--- src/hdl/ipru_pkg.sv ---
// ----------------------------------------------------------------------------
// ipru_pkg
// shared types and constants of the integer pixel replicate upscaler
// ----------------------------------------------------------------------------
package ipru_pkg;

  localparam int DEF_MAX_WIDTH = 4096;
  localparam int DEF_MAX_SCALE = 64;

  localparam int PIX_W       = 24;
  localparam int CHAN_W      = 8;
  localparam int SRC_WIDTH_W = 13;
  localparam int SCALE_W     = 7;
  localparam int CNT_W       = 7;   // holds a copy count up to 64
  localparam int CFG_DATA_W  = 13;
  localparam int CFG_IDX_W   = 1;

  typedef logic [PIX_W-1:0] pix_t;

  typedef enum logic [CFG_IDX_W-1:0] {
    REG_SRC_WIDTH = 1'b0,
    REG_SCALE     = 1'b1
  } cfg_reg_t;

  // one accepted item on its way from the accept stage to the replicator
  typedef struct packed {
    logic             replay;
    logic             err;
    pix_t             pix;
    logic             at_end;
    logic [CNT_W-1:0] copies;
    logic [1:0]       pad;
  } item_t;

endpackage

--- src/hdl/ipru_if.sv ---


interface ipru_out_if;
  logic       valid;
  logic       ready;
  logic [7:0] out_red;
  logic [7:0] out_green;
  logic [7:0] out_blue;
  logic       last_copy;
  logic       row_end;
  logic [1:0] pad_bytes;
  logic       error;

  modport source (output valid, out_red, out_green, out_blue, last_copy, row_end,
                  pad_bytes, error, input ready);
  modport sink   (input valid, out_red, out_green, out_blue, last_copy, row_end,
                  pad_bytes, error, output ready);
endinterface

--- src/hdl/ipru_emit.sv ---
// ----------------------------------------------------------------------------
// ipru_emit
// output register that repeats each pixel for its copy count
// ----------------------------------------------------------------------------
module ipru_emit (
  input  logic            clk,
  input  logic            rst_n,
  input  logic            s1_valid,
  input  ipru_pkg::item_t s1_item,
  input  ipru_pkg::pix_t  rdata,
  output logic            s1_take,
  ipru_out_if.source      out_if
);

  logic                       busy_r;
  logic [ipru_pkg::CNT_W-1:0] cnt_r;
  ipru_pkg::pix_t             pix_r;
  logic                       err_r;
  logic                       end_r;
  logic [1:0]                 pad_r;

  logic           last;
  logic           fire;
  logic           load;
  ipru_pkg::pix_t pix_sel;

  always_comb begin
    last = (cnt_r == ipru_pkg::CNT_W'(1));
    fire = busy_r && out_if.ready;
    load = s1_valid && (!busy_r || (fire && last));
    if (s1_item.err) begin
      pix_sel = '0;
    end else if (s1_item.replay) begin
      pix_sel = rdata;
    end else begin
      pix_sel = s1_item.pix;
    end
  end

  always_ff @(posedge clk) begin
    if (!rst_n) begin
      busy_r <= 1'b0;
      cnt_r  <= '0;
    end else if (load) begin
      busy_r <= 1'b1;
      cnt_r  <= s1_item.copies;
    end else if (fire) begin
      busy_r <= !last;
      cnt_r  <= cnt_r - ipru_pkg::CNT_W'(1);
    end
  end

  always_ff @(posedge clk) begin
    if (load) begin
      pix_r <= pix_sel;
      err_r <= s1_item.err;
      end_r <= s1_item.at_end;
      pad_r <= s1_item.pad;
    end
  end

  assign s1_take          = load;
  assign out_if.valid     = busy_r;
  assign out_if.out_red   = pix_r[23:16];
  assign out_if.out_green = pix_r[15:8];
  assign out_if.out_blue  = pix_r[7:0];
  assign out_if.last_copy = last;
  assign out_if.row_end   = last && end_r;
  assign out_if.pad_bytes = last ? pad_r : 2'b0;
  assign out_if.error     = err_r;

endmodule

--- src/flat_wrapper.sv ---
// flat-port wrapper written by rule: the top's interface ports become plain ports
module ipru_emit_flat 
  (clk, rst_n, s1_valid, s1_item, rdata, s1_take, out_if_valid, out_if_out_red, out_if_out_green, out_if_out_blue, out_if_last_copy, out_if_row_end, out_if_pad_bytes, out_if_error, out_if_ready);
  ipru_out_if out_if_i ();
  input  logic clk;
  input  logic rst_n;
  input  logic s1_valid;
  input  ipru_pkg::item_t s1_item;
  input  ipru_pkg::pix_t rdata;
  output logic s1_take;
  output wire logic [$bits(out_if_i.valid)-1:0] out_if_valid;
  output wire logic [$bits(out_if_i.out_red)-1:0] out_if_out_red;
  output wire logic [$bits(out_if_i.out_green)-1:0] out_if_out_green;
  output wire logic [$bits(out_if_i.out_blue)-1:0] out_if_out_blue;
  output wire logic [$bits(out_if_i.last_copy)-1:0] out_if_last_copy;
  output wire logic [$bits(out_if_i.row_end)-1:0] out_if_row_end;
  output wire logic [$bits(out_if_i.pad_bytes)-1:0] out_if_pad_bytes;
  output wire logic [$bits(out_if_i.error)-1:0] out_if_error;
  input wire logic [$bits(out_if_i.ready)-1:0] out_if_ready;
  assign out_if_valid = out_if_i.valid;
  assign out_if_out_red = out_if_i.out_red;
  assign out_if_out_green = out_if_i.out_green;
  assign out_if_out_blue = out_if_i.out_blue;
  assign out_if_last_copy = out_if_i.last_copy;
  assign out_if_row_end = out_if_i.row_end;
  assign out_if_pad_bytes = out_if_i.pad_bytes;
  assign out_if_error = out_if_i.error;
  assign out_if_i.ready = out_if_ready;
  ipru_emit u_core (.clk(clk), .rst_n(rst_n), .s1_valid(s1_valid), .s1_item(s1_item), .rdata(rdata), .s1_take(s1_take), .out_if(out_if_i));
endmodule
--- config.mk ---
export PLATFORM = sky130hd
export DESIGN_NAME = ipru_emit_flat
export DESIGN_NICKNAME = d
export VERILOG_FILES = /design/src/hdl/ipru_pkg.sv /design/src/hdl/ipru_if.sv /design/src/hdl/ipru_emit.sv /design/src/flat_wrapper.sv
export SDC_FILE = /design/constraint.sdc
export NUM_CORES = 1
export LEC_CHECK = 0
export BUFFER_PORTS_ARGS = -buffer_cell sky130_fd_sc_hd__buf_2
export CAP_MARGIN = 5
export CORE_MARGIN = 5
export CORE_UTILIZATION = 40
export CTS_CLUSTER_DIAMETER = 100
export DETAILED_ROUTE_END_ITERATION = 8
export GPL_ROUTABILITY_DRIVEN = 0
export PLACE_DENSITY = 0.81
export SKIP_LAST_GASP = 1
export SLEW_MARGIN = 20
export SYNTH_ARGS = -nofsm -noshare
export SYNTH_HDL_FRONTEND = slang
export SYNTH_SLANG_ARGS = --single-unit
--- constraint.sdc ---
create_clock -name clk -period 2.5 [get_ports clk]
set_clock_uncertainty 0.2 [all_clocks]
set_input_delay 0.5 -clock clk [delete_from_list [all_inputs] [get_ports clk]]
set_output_delay 0.5 -clock clk [all_outputs]
set_load 0.01 [all_outputs]
==> Word level (Yosys, flattened, before mapping) <==
Cells that the tools add are included.
{ "word_totals": {"inputBits": 64, "register_bits": 36, "output_inout_bits": 31} }
{ "classes": {"eq_ne": 1, "n_addsub": 1, "reduce_logical": 8, "n_mux": 6} }
{ "ops": {"columns": ["cell", "count"], "rows": [
  ["$mux W24", 1],
  ["$mux W7", 2],
  ["$eq A7 B1 Y1 const B", 1],
  ["$sub A7 B1 Y7 const B", 1],
  ["$logic_and A1 B1 Y1", 4],
  ["$logic_not A1 Y1", 2],
  ["$mux W1", 2],
  ["$mux W2", 1],
  ["$reduce_bool A2 Y1", 1],
  ["$logic_or A1 B1 Y1", 1]
]} }

==> Longest topological paths before layout <==
{ "depth": {"depth_word": 5, "depth_mapped": 6} }

==> Worst setup path after synthesis <==
OpenSTA, ideal clock, no wires.
{ "synth_timing": {"path_type": "register to register", "start": "register u_core.cnt_r[2] in the netlist's numbering", "end": "register u_core.cnt_r[3] in the netlist's numbering", "n_path_buf": 1, "period_less_slack_ns": 2.460, "stages_incl_launch_ff": 6, "setup_ns": 0.075, "t_arrival_ns": 2.185, "setup_slack_ns": 0.040, "path_cell_list": "dfxtp_1 or4_4 buf_6 o21ai_4 mux2_2 o22ai_1"} }
{ "synth_via": {"elab_chain_cells": 5, "word_cells_on_any_way": 8, "classes_between": "1 x add/sub; 1 x eq/ne; 2 x mux; 4 x reduce/logical"} }
{ "synth_lines": {"columns": ["element", "line_no", "text"], "rows": [
  ["from (decl)", "ipru_emit.sv:16", "logic [ipru_pkg::CNT_W-1:0] cnt_r;"],
  ["from (signal assigned)", "ipru_emit.sv:46", "cnt_r <= s1_item.copies;"],
  ["from (signal assigned)", "ipru_emit.sv:49", "cnt_r <= cnt_r - ipru_pkg::CNT_W'(1);"],
  ["$eq A7 B1 Y1 (*)", "ipru_emit.sv:28", "last = (cnt_r == ipru_pkg::CNT_W'(1));"],
  ["$logic_and A1 B1 Y1 (*)", "ipru_emit.sv:30", "load = s1_valid && (!busy_r || (fire && last));"],
  ["$logic_or A1 B1 Y1 (*)", "ipru_emit.sv:30", null],
  ["$logic_and A1 B1 Y1 (*)", "ipru_emit.sv:30", null],
  ["via s1_take", "flat_wrapper.sv:10", "output logic s1_take;"],
  ["$mux W7 / $reduce_bool A2 Y1 (equally long branches)", null, null]
]} }
Mark *: on every way through the listed nets, which the timed path passes. The rest lies on a longest branch. The select of a mux whose other input is x is not followed.
A chain may end at the register's enable or synchronous reset.

==> Worst setup path after layout <==
{ "layout_timing": {"start": "register u_core.cnt_r[2] in the netlist's numbering", "end": "output out_if_row_end"} }
{ "layout_via": {"elab_chain_cells": 2} }
{ "layout_lines": {"columns": ["element", "line_no", "text"], "rows": [
  ["$eq A7 B1 Y1", "ipru_emit.sv:28", null],
  ["$logic_and A1 B1 Y1", "ipru_emit.sv:68", "assign out_if.row_end = last && end_r;"],
  ["to (decl)", "flat_wrapper.sv:16", "output wire logic [$bits(out_if_i.row_end)-1:0] out_if_row_end;"]
]} }
Every way passes these cells.

==> impl_metrics.json <==
{
  "cts_inserted_buffers": 5,
  "crit_required_ns": 1.80,
  "drive_gt1_share_pct": 45.5,
  "start_util_pct": 41.6,
  "layout_min_cycle_time_ns": 2.39,
  "routedWlPerCell_microns": 14.0,
  "track_usage_pct": 14.2,
  "grt_max_degree": 26,
  "cpLargestDelayFamily": "simple AND/OR/NAND/NOR gates",
  "slew_headroom_pct": 71.9,
  "setup_slack_ns": 0.109,
  "gr-total-overflow": 0,
  "critPathBufInv": 1,
  "die_h_microns": 77.5,
  "num_antenna_cells": 0,
  "rsz0062_at_grt": "false",
  "tns_ns": 0,
  "p_leak_nw": 1.15,
  "io_buffers": 94,
  "timing.rr.start": "u_core.cnt_r[2]$_SDFFE_PN0P_",
  "syn_to_final_growth_pct": 36.0,
  "drc": 0,
  "cts.clk_slew.worst_paths_ns": 0.07,
  "die_area_sq_um": 6010,
  "cpPeakStageDelay_ns": 0.57,
  "finalMaxSlewViolations": 0,
  "crit_slowest_cell": "or4_4",
  "crit_chain": "or4_4, nor3b_4, and2_1, buf_2",
  "io_pins": 95,
  "ys_seq_area_share_pct": 54.9,
  "min_from": "s1_item[0]",
  "vias_per_cell": 4.97,
  "insertion_delay_ns": 0.28,
  "syn_nets": 220,
  "synth_cell_type_count": 41,
  "peakVddDrop_uv": 345,
  "clock-sinks": 36,
  "hold_class": "input port to register",
  "drt_pre_antenna_iters": 4,
  "critPathMaxFanout": 7,
  "fin_crit_sh_pct": 95.6,
  "nNetsFinal": 318,
  "dpl_cell_area_sq_um": 2360,
  "worst_setup_path_end_kind": "primary output",
  "vias": 1516,
  "syn_area_sq_um": 1820,
  "pre_cts_slack_ns": 0.303,
  "cts-root-buf": "clkbuf_8",
  "rrSetupSlack_ns": 0.42,
  "arrival_ns": 1.69,
  "worst_slew_pin_slew_ns": 0.422,
  "cp-start-kind": "register",
  "hold_violations": 0,
  "synth_seq_cells": 36,
  "grt_pass1_vias": 1456,
  "pwr_density_cell_nw_per_um2": 610,
  "syn_inst": 154,
  "yosys_warnings": 0,
  "dieWidth_microns": 77.5,
  "wl_microns": 4260,
  "grt_pass1_wl_microns": 6860,
  "cp-startpoint": "u_core.cnt_r[2]$_SDFFE_PN0P_",
  "antenna_found_initial": 0,
  "clockBufferDepth": 2,
  "criticalPathCategory": "register to primary output",
  "h-tree-depth": 2,
  "max_freq_ghz": 0.418,
  "first_iter_violations": 122,
  "avgSynthCellArea_sq_um": 11.8,
  "setup_viol": 0,
  "dpl.hpwl_microns": 3390,
  "core.rowCount": 24,
  "stdcell_area_sq_um": 2480,
  "core_area_sq_um": 4380,
  "drv_cap": 0,
  "ant_nets": 0,
  "cts_tree": "yes",
  "status": "complete, no violations"
}
-- flip-flops by register name (all words and copies together) (netlist names) --
signal and cells:
u_core.out_if.valid 1, u_core.out_if.error 1, u_core.end_r 1, u_core.pix_r 24, u_core.cnt_r 7, u_core.pad_r 2
-- layer usage --
metal	track usage (%)	wire length, microns	up-vias
met3	6.94	464	4
met4	3.61	27	0
met2	23.2	2130	69
met5	0	0	-
met1	16.6	1640	680
li1	-	-	763
-- worst reg2reg max path, delay by kind of cell, from the launching register on --
kind | cells | cell delay [ns]
buffers and inverters | 1 | 0.18
AO/OA/AOI/OAI | 1 | 0.28
AND/OR/NAND/NOR | 3 | 0.96
flip-flops | 1 | 0.35
-- Yosys cell counts, drive strengths merged --
master / n / area, sq um
o21a: 4 / 30.0
a32o: 1 / 10.0
nand2: 6 / 22.5
nor2b: 1 / 6.26
a311o: 2 / 20.0
o22ai: 2 / 12.5
ha: 2 / 25.0
and3: 1 / 7.51
dfxtp: 8 / 160
or4: 2 / 20.0
nand2b: 1 / 6.26
nor4b: 1 / 8.76
nor2: 27 / 101
clkbuf: 5 / 18.8
o31a: 1 / 8.76
a21oi: 2 / 10.0
xnor2: 1 / 8.76
a211oi: 1 / 7.51
nand3: 4 / 20.0
a21boi: 1 / 7.51
nor3: 2 / 21.3
mux2: 2 / 22.5
edfxtp: 28 / 841
and2: 3 / 18.8
inv: 4 / 15.0
o31ai: 1 / 7.51
nand4b: 1 / 8.76
buf: 3 / 18.8
o211ai: 1 / 7.51
nor4: 1 / 6.26
or2b: 1 / 7.51
mux2i: 26 / 260
nor3b: 3 / 33.8
nor4bb: 1 / 10.0
o21ai: 3 / 26.3
nand3b: 1 / 7.51
-- cell families after synthesis --
| family | after synthesis | share of synthesized area (%) |
|---|---|---|
| adder cells (fa/ha/maj) | 2 | 1.37 |
| XOR/XNOR | 1 | 0.480 |
| buffers and inverters | 12 | 2.88 |
| AO/OA/AOI/OAI | 19 | 8.09 |
| flip-flops | 36 | 54.9 |
| AND/OR/NAND/NOR | 56 | 16.8 |
| multiplexers | 28 | 15.5 |
-- final timing paths --
kind	to	cells past startpoint
worst max-delay path	out_if_row_end	4
worst min-delay path	u_core.pad_r[0]$_DFFE_PP_	1
worst max register to register	u_core.cnt_r[5]$_SDFFE_PN0P_	5
worst min register to register	u_core.cnt_r[3]$_SDFFE_PN0P_	2
-- placed cells by master (no fill, tap or decap), drive strengths merged, types with 2 or more instances in the layout --
cell type  instances
a21oi              2
nand3              4
edfxtp            28
mux2               2
mux2i             26
o22ai              2
nor2              27
nand2              6
or4                2
clkbuf             6
a311o              2
dfxtp              8
ha                 2
and2               3
o21ai              3
inv                4
o21a               4
nor3               2
nor3b              3
buf               99
-- power breakdown --
group          leakage [nW]  total [mW]  switching [mW]  internal, mW
Clock                0.0552       0.491           0.195         0.296
Combinational         0.751       0.298           0.152         0.146
Sequential            0.340       0.726          0.0260         0.700
Total                  1.15        1.51           0.372          1.14
-- what timing repair did --
| item | in CTS | in global routing |
|---|---|---|
| resized for setup | 0 | 1 |
| pin swaps | 1 | 2 |
| setup endpoints to repair | 3 | 3 |
| setup buffers | 1 | 1 |
| hold buffers | 0 | 0 |
-- final cells by class --
| type | count | area (sq um) |
|---|---|---|
| Inverter | 4 | 15.0 |
| Timing Repair Buffer | 99 | 520 |
| Tap cell | 52 | 65.1 |
| Sequential cell | 36 | 1000 |
| Multi-Input combinational cell | 106 | 771 |
| Clock inverter | 2 | 35.0 |
| Clock buffer | 6 | 72.6 |
| Fill cell | 390 | 1900 |
-- metrics by stage --
step	cells	power, mW	utilization, %	hold slack (ns)
2_1_floorplan	154	0.918	-	0.268
3_5_place_dp	295	1.03	53.8	0.303
3_3_place_gp	295	1.02	53.8	0.288
5_1_grt	305	1.60	56.6	0.184
6_report	305	1.51	56.6	0.202
4_1_cts	304	1.54	56.4	0.194
Note: power is estimated with default switching activity, not from simulation.
