$ cat src/hdl/ipru_pkg.sv
// ----------------------------------------------------------------------------
// ipru_pkg
// shared types and constants of the integer pixel replicate upscaler
// ----------------------------------------------------------------------------
package ipru_pkg;

  localparam int DEF_MAX_WIDTH = 4096;
  localparam int DEF_MAX_SCALE = 64;

  localparam int PIX_W       = 24;
  localparam int CHAN_W      = 8;
  localparam int SRC_WIDTH_W = 13;
  localparam int SCALE_W     = 7;
  localparam int CNT_W       = 7;   // holds a copy count up to 64
  localparam int CFG_DATA_W  = 13;
  localparam int CFG_IDX_W   = 1;

  typedef logic [PIX_W-1:0] pix_t;

  typedef enum logic [CFG_IDX_W-1:0] {
    REG_SRC_WIDTH = 1'b0,
    REG_SCALE     = 1'b1
  } cfg_reg_t;

  // one accepted item on its way from the accept stage to the replicator
  typedef struct packed {
    logic             replay;
    logic             err;
    pix_t             pix;
    logic             at_end;
    logic [CNT_W-1:0] copies;
    logic [1:0]       pad;
  } item_t;

endpackage

$ cat src/hdl/ipru_if.sv
// ----------------------------------------------------------------------------
// ipru_if
// valid/ready channels for source items and output pixels
// ----------------------------------------------------------------------------
interface ipru_in_if;
  logic       valid;
  logic       ready;
  logic       func;
  logic [7:0] red;
  logic [7:0] green;
  logic [7:0] blue;

  modport source (output valid, func, red, green, blue, input ready);
  modport sink   (input valid, func, red, green, blue, output ready);
endinterface


$ cat src/hdl/ipru_ctrl.sv
// ----------------------------------------------------------------------------
// ipru_ctrl
// config registers, kind check, row position and replay pass counters
// ----------------------------------------------------------------------------
module ipru_ctrl #(
  parameter int MAX_WIDTH = ipru_pkg::DEF_MAX_WIDTH,
  parameter int MAX_SCALE = ipru_pkg::DEF_MAX_SCALE,
  parameter int AW        = 12,
  parameter int RW        = 6
) (
  input  logic                            clk,
  input  logic                            rst_n,
  ipru_in_if.sink                         in_if,
  input  logic                            cfg_we,
  input  logic [ipru_pkg::CFG_IDX_W-1:0]  cfg_index,
  input  logic [ipru_pkg::CFG_DATA_W-1:0] cfg_data,
  input  logic                            s1_take,
  output logic                            s1_valid,
  output ipru_pkg::item_t                 s1_item,
  output logic                            mem_we,
  output logic                            mem_re,
  output logic [AW-1:0]                   mem_addr,
  output ipru_pkg::pix_t                  mem_wdata
);

  localparam int WW = AW + 1;
  localparam logic [16:0] MAX_W17 = 17'(MAX_WIDTH);
  localparam logic [ipru_pkg::SCALE_W-1:0] MAX_S = ipru_pkg::SCALE_W'(MAX_SCALE);

  logic [ipru_pkg::SRC_WIDTH_W-1:0] src_width_r;
  logic [ipru_pkg::SCALE_W-1:0]     scale_r;
  logic [AW-1:0]                    column_r, column_nxt;
  logic [RW-1:0]                    replays_r, replays_nxt;
  logic                             s1_valid_r;
  ipru_pkg::item_t                  s1_item_r, item_nxt;

  logic [16:0]                  src17;
  logic [WW-1:0]                w_eff;
  logic [ipru_pkg::SCALE_W-1:0] s_eff;
  logic [WW-1:0]                col_inc;
  logic [3:0]                   pad_prod;
  logic                         in_ready;
  logic                         accept;
  logic                         want_replay;
  logic                         kind_err;
  logic                         at_end;
  logic                         good;

  // config writes
  always_ff @(posedge clk) begin
    if (!rst_n) begin
      src_width_r <= ipru_pkg::SRC_WIDTH_W'(1);
      scale_r     <= ipru_pkg::SCALE_W'(1);
    end else if (cfg_we) begin
      case (ipru_pkg::cfg_reg_t'(cfg_index))
        ipru_pkg::REG_SRC_WIDTH: src_width_r <= cfg_data;
        ipru_pkg::REG_SCALE:     scale_r     <= cfg_data[ipru_pkg::SCALE_W-1:0];
        default: ;
      endcase
    end
  end

  always_comb begin
    src17 = {4'b0, src_width_r};
    if (src17 == 17'd0) begin
      w_eff = WW'(1);
    end else if (src17 > MAX_W17) begin
      w_eff = WW'(MAX_W17);
    end else begin
      w_eff = WW'(src17);
    end

    if (scale_r == '0) begin
      s_eff = ipru_pkg::SCALE_W'(1);
    end else if (scale_r > MAX_S) begin
      s_eff = MAX_S;
    end else begin
      s_eff = scale_r;
    end

    // pad is (w*s) mod 4, only the low bits matter
    pad_prod = {2'b0, w_eff[1:0]} * {2'b0, s_eff[1:0]};

    in_ready    = !s1_valid_r || s1_take;
    accept      = in_if.valid && in_ready;
    want_replay = (replays_r != '0);
    kind_err    = (in_if.func != want_replay);
    good        = accept && !kind_err;

    col_inc = {1'b0, column_r} + WW'(1);
    at_end  = (col_inc >= w_eff);

    column_nxt  = column_r;
    replays_nxt = replays_r;
    if (good) begin
      if (at_end) begin
        column_nxt = '0;
        if (!in_if.func) begin
          replays_nxt = RW'(s_eff - ipru_pkg::SCALE_W'(1));
        end else begin
          replays_nxt = replays_r - RW'(1);
        end
      end else begin
        column_nxt = col_inc[AW-1:0];
      end
    end

    item_nxt.replay = in_if.func;
    item_nxt.err    = kind_err;
    item_nxt.pix    = {in_if.red, in_if.green, in_if.blue};
    item_nxt.at_end = at_end && !kind_err;
    item_nxt.copies = kind_err ? ipru_pkg::CNT_W'(1) : ipru_pkg::CNT_W'(s_eff);
    item_nxt.pad    = (at_end && !kind_err) ? pad_prod[1:0] : 2'b0;
  end

  always_ff @(posedge clk) begin
    if (!rst_n) begin
      column_r   <= '0;
      replays_r  <= '0;
      s1_valid_r <= 1'b0;
    end else begin
      column_r  <= column_nxt;
      replays_r <= replays_nxt;
      if (in_ready) begin
        s1_valid_r <= accept;
      end
    end
  end

  always_ff @(posedge clk) begin
    if (accept) begin
      s1_item_r <= item_nxt;
    end
  end

  assign in_if.ready = in_ready;
  assign s1_valid    = s1_valid_r;
  assign s1_item     = s1_item_r;
  assign mem_we      = good && !in_if.func;
  assign mem_re      = good && in_if.func;
  assign mem_addr    = column_r;
  assign mem_wdata   = item_nxt.pix;

endmodule

$ cat src/flat_wrapper.sv
// flat-port wrapper written by rule: the top's interface ports become plain ports
module ipru_ctrl_flat 
#(
  parameter int MAX_WIDTH = ipru_pkg::DEF_MAX_WIDTH,
  parameter int MAX_SCALE = ipru_pkg::DEF_MAX_SCALE,
  parameter int AW        = 12,
  parameter int RW        = 6
)
  (clk, rst_n, cfg_we, cfg_index, cfg_data, s1_take, s1_valid, s1_item, mem_we, mem_re, mem_addr, mem_wdata, in_if_valid, in_if_func, in_if_red, in_if_green, in_if_blue, in_if_ready);
  ipru_in_if in_if_i ();
  input  logic clk;
  input  logic rst_n;
  input  logic cfg_we;
  input  logic [ipru_pkg::CFG_IDX_W-1:0] cfg_index;
  input  logic [ipru_pkg::CFG_DATA_W-1:0] cfg_data;
  input  logic s1_take;
  output logic s1_valid;
  output ipru_pkg::item_t s1_item;
  output logic mem_we;
  output logic mem_re;
  output logic [AW-1:0] mem_addr;
  output ipru_pkg::pix_t mem_wdata;
  input wire logic [$bits(in_if_i.valid)-1:0] in_if_valid;
  input wire logic [$bits(in_if_i.func)-1:0] in_if_func;
  input wire logic [$bits(in_if_i.red)-1:0] in_if_red;
  input wire logic [$bits(in_if_i.green)-1:0] in_if_green;
  input wire logic [$bits(in_if_i.blue)-1:0] in_if_blue;
  output wire logic [$bits(in_if_i.ready)-1:0] in_if_ready;
  assign in_if_i.valid = in_if_valid;
  assign in_if_i.func = in_if_func;
  assign in_if_i.red = in_if_red;
  assign in_if_i.green = in_if_green;
  assign in_if_i.blue = in_if_blue;
  assign in_if_ready = in_if_i.ready;
  ipru_ctrl #(.MAX_WIDTH(MAX_WIDTH), .MAX_SCALE(MAX_SCALE), .AW(AW), .RW(RW)) u_core (.clk(clk), .rst_n(rst_n), .in_if(in_if_i), .cfg_we(cfg_we), .cfg_index(cfg_index), .cfg_data(cfg_data), .s1_take(s1_take), .s1_valid(s1_valid), .s1_item(s1_item), .mem_we(mem_we), .mem_re(mem_re), .mem_addr(mem_addr), .mem_wdata(mem_wdata));
endmodule
$ cat config.mk
export PLATFORM = sky130hd
export DESIGN_NAME = ipru_ctrl_flat
export DESIGN_NICKNAME = d
export VERILOG_FILES = /design/src/hdl/ipru_pkg.sv /design/src/hdl/ipru_if.sv /design/src/hdl/ipru_ctrl.sv /design/src/flat_wrapper.sv
export SDC_FILE = /design/constraint.sdc
export NUM_CORES = 1
export LEC_CHECK = 0
export BUFFER_PORTS_ARGS = -buffer_cell sky130_fd_sc_hd__clkbuf_2
export CAP_MARGIN = 0
export CORE_MARGIN = 2
export CORE_UTILIZATION = 46
export DETAILED_ROUTE_END_ITERATION = 6
export PLACE_DENSITY = 0.84
export SETUP_SLACK_MARGIN = 0.05
export SLEW_MARGIN = 0
export SYNTH_ARGS = -nofsm -noshare
export SYNTH_HDL_FRONTEND = slang
export SYNTH_SLANG_ARGS = --single-unit
export TNS_END_PERCENT = 30
$ cat constraint.sdc
create_clock -name clk -period 3.2 [get_ports clk]
set_clock_uncertainty 0.15 [all_clocks]
set_input_delay 0 -clock clk [delete_from_list [all_inputs] [get_ports clk]]
set_output_delay 0 -clock clk [all_outputs]
set_load 0.005 [all_outputs]
**Word level (Yosys, flattened, before mapping)**

Cells that the tools add are included.

- Input port bits: 44
- Output and inout port bits: 76
- Logic and storage cells: 41
- Flip-flop bits (word level): 75

- $add $sub $neg: 3
- Equal/unequal tests: 1
- Bitwise gates (word level): 1
- Reduce and logical (&&, ||, !) cells: 15
- Multipliers: 1
- Magnitude comparators: 3
- Multiplexer cells: 6

Operator list:

| cell | number |
|---|---|
| $mux 13 | 2 |
| $mux 7 | 2 |
| $add 12x1->13 const B | 1 |
| $ge 13x13->1 | 1 |
| $gt 13x13->1 const B | 1 |
| $logic_not 13->1 | 1 |
| $mux 12 | 1 |
| $sub 6x1->6 const B | 2 |
| $gt 7x7->1 const B | 1 |
| $logic_not 7->1 | 1 |
| $mux 6 | 1 |
| $reduce_and 2->1 | 3 |
| $reduce_bool 6->1 | 1 |
| $logic_and 1x1->1 | 5 |
| $logic_not 1->1 | 3 |
| $mul 2x2->2 | 1 |
| $logic_or 1x1->1 | 1 |
| $ne 1x1->1 | 1 |
| $not 1->1 | 1 |

**Depth between registers and ports, before layout**

- Depth after elaboration: 5
- Gate-level depth with buffers: 13
- Mapped depth without buffers: 12

**Worst setup path after synthesis**

No wires, ideal clock.

- Path type: flip-flop to flip-flop
- Start: register u_core.column_r[0] (netlist: u_core.mem_addr[0])
- End: register u_core.replays_r[4]
- Required time: 2.934 ns
- Path slack: 0.029 ns
- Stages on the path, launching flop included: 12
- Path buffers: 0
- Setup time: 0.116 ns
- Clock period less this slack: 3.171 ns
- Arrival: 2.905 ns
- Path through: dfxtp_1 ha_1 nand3_1 or3_1 xnor2_1 ha_1 a21oi_1 o21ai_0 o221ai_1 nor2_4 a21oi_1 a31o_2

- Word-level cells in the longest chain between the ends: 3

RTL lines:

| element | line | text |
|---|---|---|
| start, declared | ipru_ctrl.sv:32 | `logic [AW-1:0] column_r, column_nxt;` |
| start signal, assigned | ipru_ctrl.sv:122 | `column_r <= column_nxt;` |
| $add 12x1->13 | ipru_ctrl.sv:90 | `col_inc = {1'b0, column_r} + WW'(1);` |
| $ge 13x13->1 | ipru_ctrl.sv:91 | `at_end = (col_inc >= w_eff);` |
| $reduce_and 2->1 (no line) | n/a |  |
| end signal, assigned | ipru_ctrl.sv:123 | `replays_r <= replays_nxt;` |
| end, declared | ipru_ctrl.sv:33 | `logic [RW-1:0] replays_r, replays_nxt;` |

No other way between the ends.
A chain may end at the register's enable or synchronous reset.

**Worst setup path after layout**

Ends and elaborated chain as after synthesis.

==> reports/metrics.csv <==
stage;metric;value;unit
synth;syn_nets;451;
synth;synthFlopType;dfxtp_1;
placement;dp_hpwl;6.34;mm
synth;ys_seq_elements;75;
drt;drc;0;
synth;synth_cell_type_count;45;
drt;viasPerCell;5.27;
drt;drt_iter0_drc;244;
finish;layout_commonest_cell;clkbuf_2;
cts;cts_sinks;75;
grt;grt_max_degree;38;
grt;antenna_found_initial;0;
critical_path;setup.worst_path.end_class;flip-flop;
synth;yosys-top-cells-area;edfxtp_1, dfxtp_1, nand2_1;
power;irDropWorstVdd;0.241;mV
sta;finalSetupViolCount;0;
hold_path;min_path_type;input port to flip-flop;
critical_path;critPathArrivalTime;3120;ps
sta;rsz0062_at_grt;true;
die;rows;32;
finish;n_antenna_cell;0;
drt;wire_per_inst;14.7;µm
synth;seq_area_frac_synth;50.4;%
cts;htreeDepth;3;
critical_path;start_kind;flip-flop;
cts;numCtsBuffers;9;
die;chipHeight;93.6;µm
grt;overflow;0;
synth;synth_top_area_share;29.3;%
sta;hold_violations;0;
finish;final_cell_mix;clkbuf_2, nand2_1, dlygate4sd3_1;
sta;period_share;94.7;%
die;die-area;8760;µm²
synth;async_reset_ff_share;0;%
critical_path;cpMaxStageDelayCell;or3_1;
critical_path;cp_max_fo;4;
finish;fin_cells;644;
cts;clk_path_buf_depth;2;
synth;synthCells;392;
cts;insertion_delay;350;ps
sta;relSlewSlack;44.1;%
critical_path;required;3290;ps
finish;fin_nets;596;
finish;area_growth;33.9;%
finish;drive_gt1_share;29.9;%
power;p_total;0.00243;W
sta;hold_slack;30.9;ps
job;drv_cap;0;
die;ioPinCount;120;
synth;synth_edf_count;36;
synth;synth_largest_area_cell;edfxtp_1;
drt;drt_wl_total;9.46;mm
sta;fmax;330;MHz
die;core;7770;µm²
grt;grt_pass1_wl;14.4;mm
placement;port-buffer-count;119;
drt;antenna_left;0;
power;power_density;491;nW/µm²
critical_path;cpMostUsedCell;ha_1;
synth;netlist_area;3690;µm²
sta;fin_crit;3030;ps
critical_path;cpPeakStageDelay;480;ps
drt;drt-pass1-iter-count;5;
placement;dp_slack;177;ps
grt;grt_pass1_vias;3123;
finish;num-fill-cells;593;
grt;grt.total_usage;21.3;%
critical_path;crit_chain;ha_1 > nand3_1 > or3_1 > xnor2_1 > ha_1 > a21oi_1 > o21ai_2 > a211oi_2 > nor2_2 > a31o_2;
outcome;status;finished clean;
sta;timing.final.ws_setup;168;ps
placement;post-place-cells;583;
die;die_w;93.6;µm
cts;cts.reportedPaths.clkPinSlew;80;ps
critical_path;worstSetupPathType;flip-flop to flip-flop;
sta;worstMarginPinSlew;836;ps
synth;syn-mean-instance-area;9.42;µm²
cts;cts_root_buffer;clkbuf_8;
power;power.leakage;2.10;nW
drt;vias;3392;
sta;drv_slew;0;
die;initial_utilization;47.6;%
placement;place.gp.congestion;0.926;
synth;yosys_warnings;0;
cts;cts_tree;done;
## timing repair
item	in CTS	in global routing
hold buffers	44	0
resized for setup	0	6
endpoints found under the hold margin	49	0
endpoints found under the setup margin	0	9
buffers inserted	0	0
## cells in the mapped netlist (all sizes together) (6+ instances only)
master  instances
nand2          76
a21oi          39
dfxtp          39
edfxtp         36
buf            28
nor2           24
nand3          22
ha             15
o21ai          14
clkbuf         12
and2            8
nor3            8
xnor2           7
a211oi          6
inv             6
## sequential cells by signal, summed over array words and instances, names as in the netlist
name / count
u_core.mem_addr: 12
u_core.s1_item: 36
u_core.replays_r: 6
u_core.scale_r: 7
u_core.s1_valid: 1
u_core.src_width_r: 13
## report_power, final
part           leakage [nW]  internal, W  switching (W)
logic                  1.31     0.000202       0.000256
clock network         0.117     0.000519       0.000353
registers             0.668      0.00107      0.0000291
total                  2.10      0.00179       0.000638
## kinds of logic (layout without fill, tap and decap cells)
kind of cell,Yosys count,in the layout,share of synthesized area (%)
flops,75,75,50.4
compound gates,74,74,12.1
mux,3,3,0.813
simple gates,166,167,21.3
xor+xnor,12,12,2.85
fa+ha+maj,15,15,5.08
buf+inv,47,196,7.49
## cell type report
type,instances,area (µm²),area share [%]
clock inverter,6,111,2.25
inverter,7,26.3,0.531
sequential,75,1860,37.7
clock buffer,10,128,2.58
multi-input combinational,271,1580,31.9
timing repair buffer,173,1110,22.5
tap,102,128,2.58
## worst max-delay path: cells and delay by family (launching register included)
family	cells	cell delay (ps)
fa+ha+maj	2	490
xor+xnor	1	160
simple gates	3	770
flops	1	350
compound gates	4	990
## stage by stage
step           util [%]  instance area (µm²)  setup TNS [ps]
2_1_floorplan         -                 3690               0
3_3_place_gp       54.6                 4240               0
5_1_grt            63.7                 4950           -31.9
4_1_cts            63.4                 4920               0
6_report           63.7                 4950               0
3_5_place_dp       54.6                 4240               0
## path summary, 6_finish.rpt
| path | to | start | cells past startpoint | slack, ps |
|---|---|---|---|---|
| hold reg to reg | u_core.src_width_r[1]$_SDFFE_PN0P_ | u_core.src_width_r[1]$_SDFFE_PN0P_ | 2 | 330 |
| setup / recovery | u_core.replays_r[4]$_SDFFE_PN0P_ | u_core.mem_addr[0]$_SDFFE_PN0P_ | 10 | 170 |
| setup reg to reg | u_core.replays_r[4]$_SDFFE_PN0P_ | u_core.mem_addr[0]$_SDFFE_PN0P_ | 10 | 170 |
| hold / removal | u_core.s1_item[35]$_DFFE_PP_ | in_if_func | 1 | 30 |
## metal layers
layer / track usage, % / share of wire (%) / routed length, µm
met3: 5.64 / 9.1 / 864
met5: 0 / 0 / 0
met4: 7.97 / 1.8 / 174
met2: 37.2 / 49 / 4610
met1: 24.9 / 40 / 3810
Power figures use the tool's default switching activity.
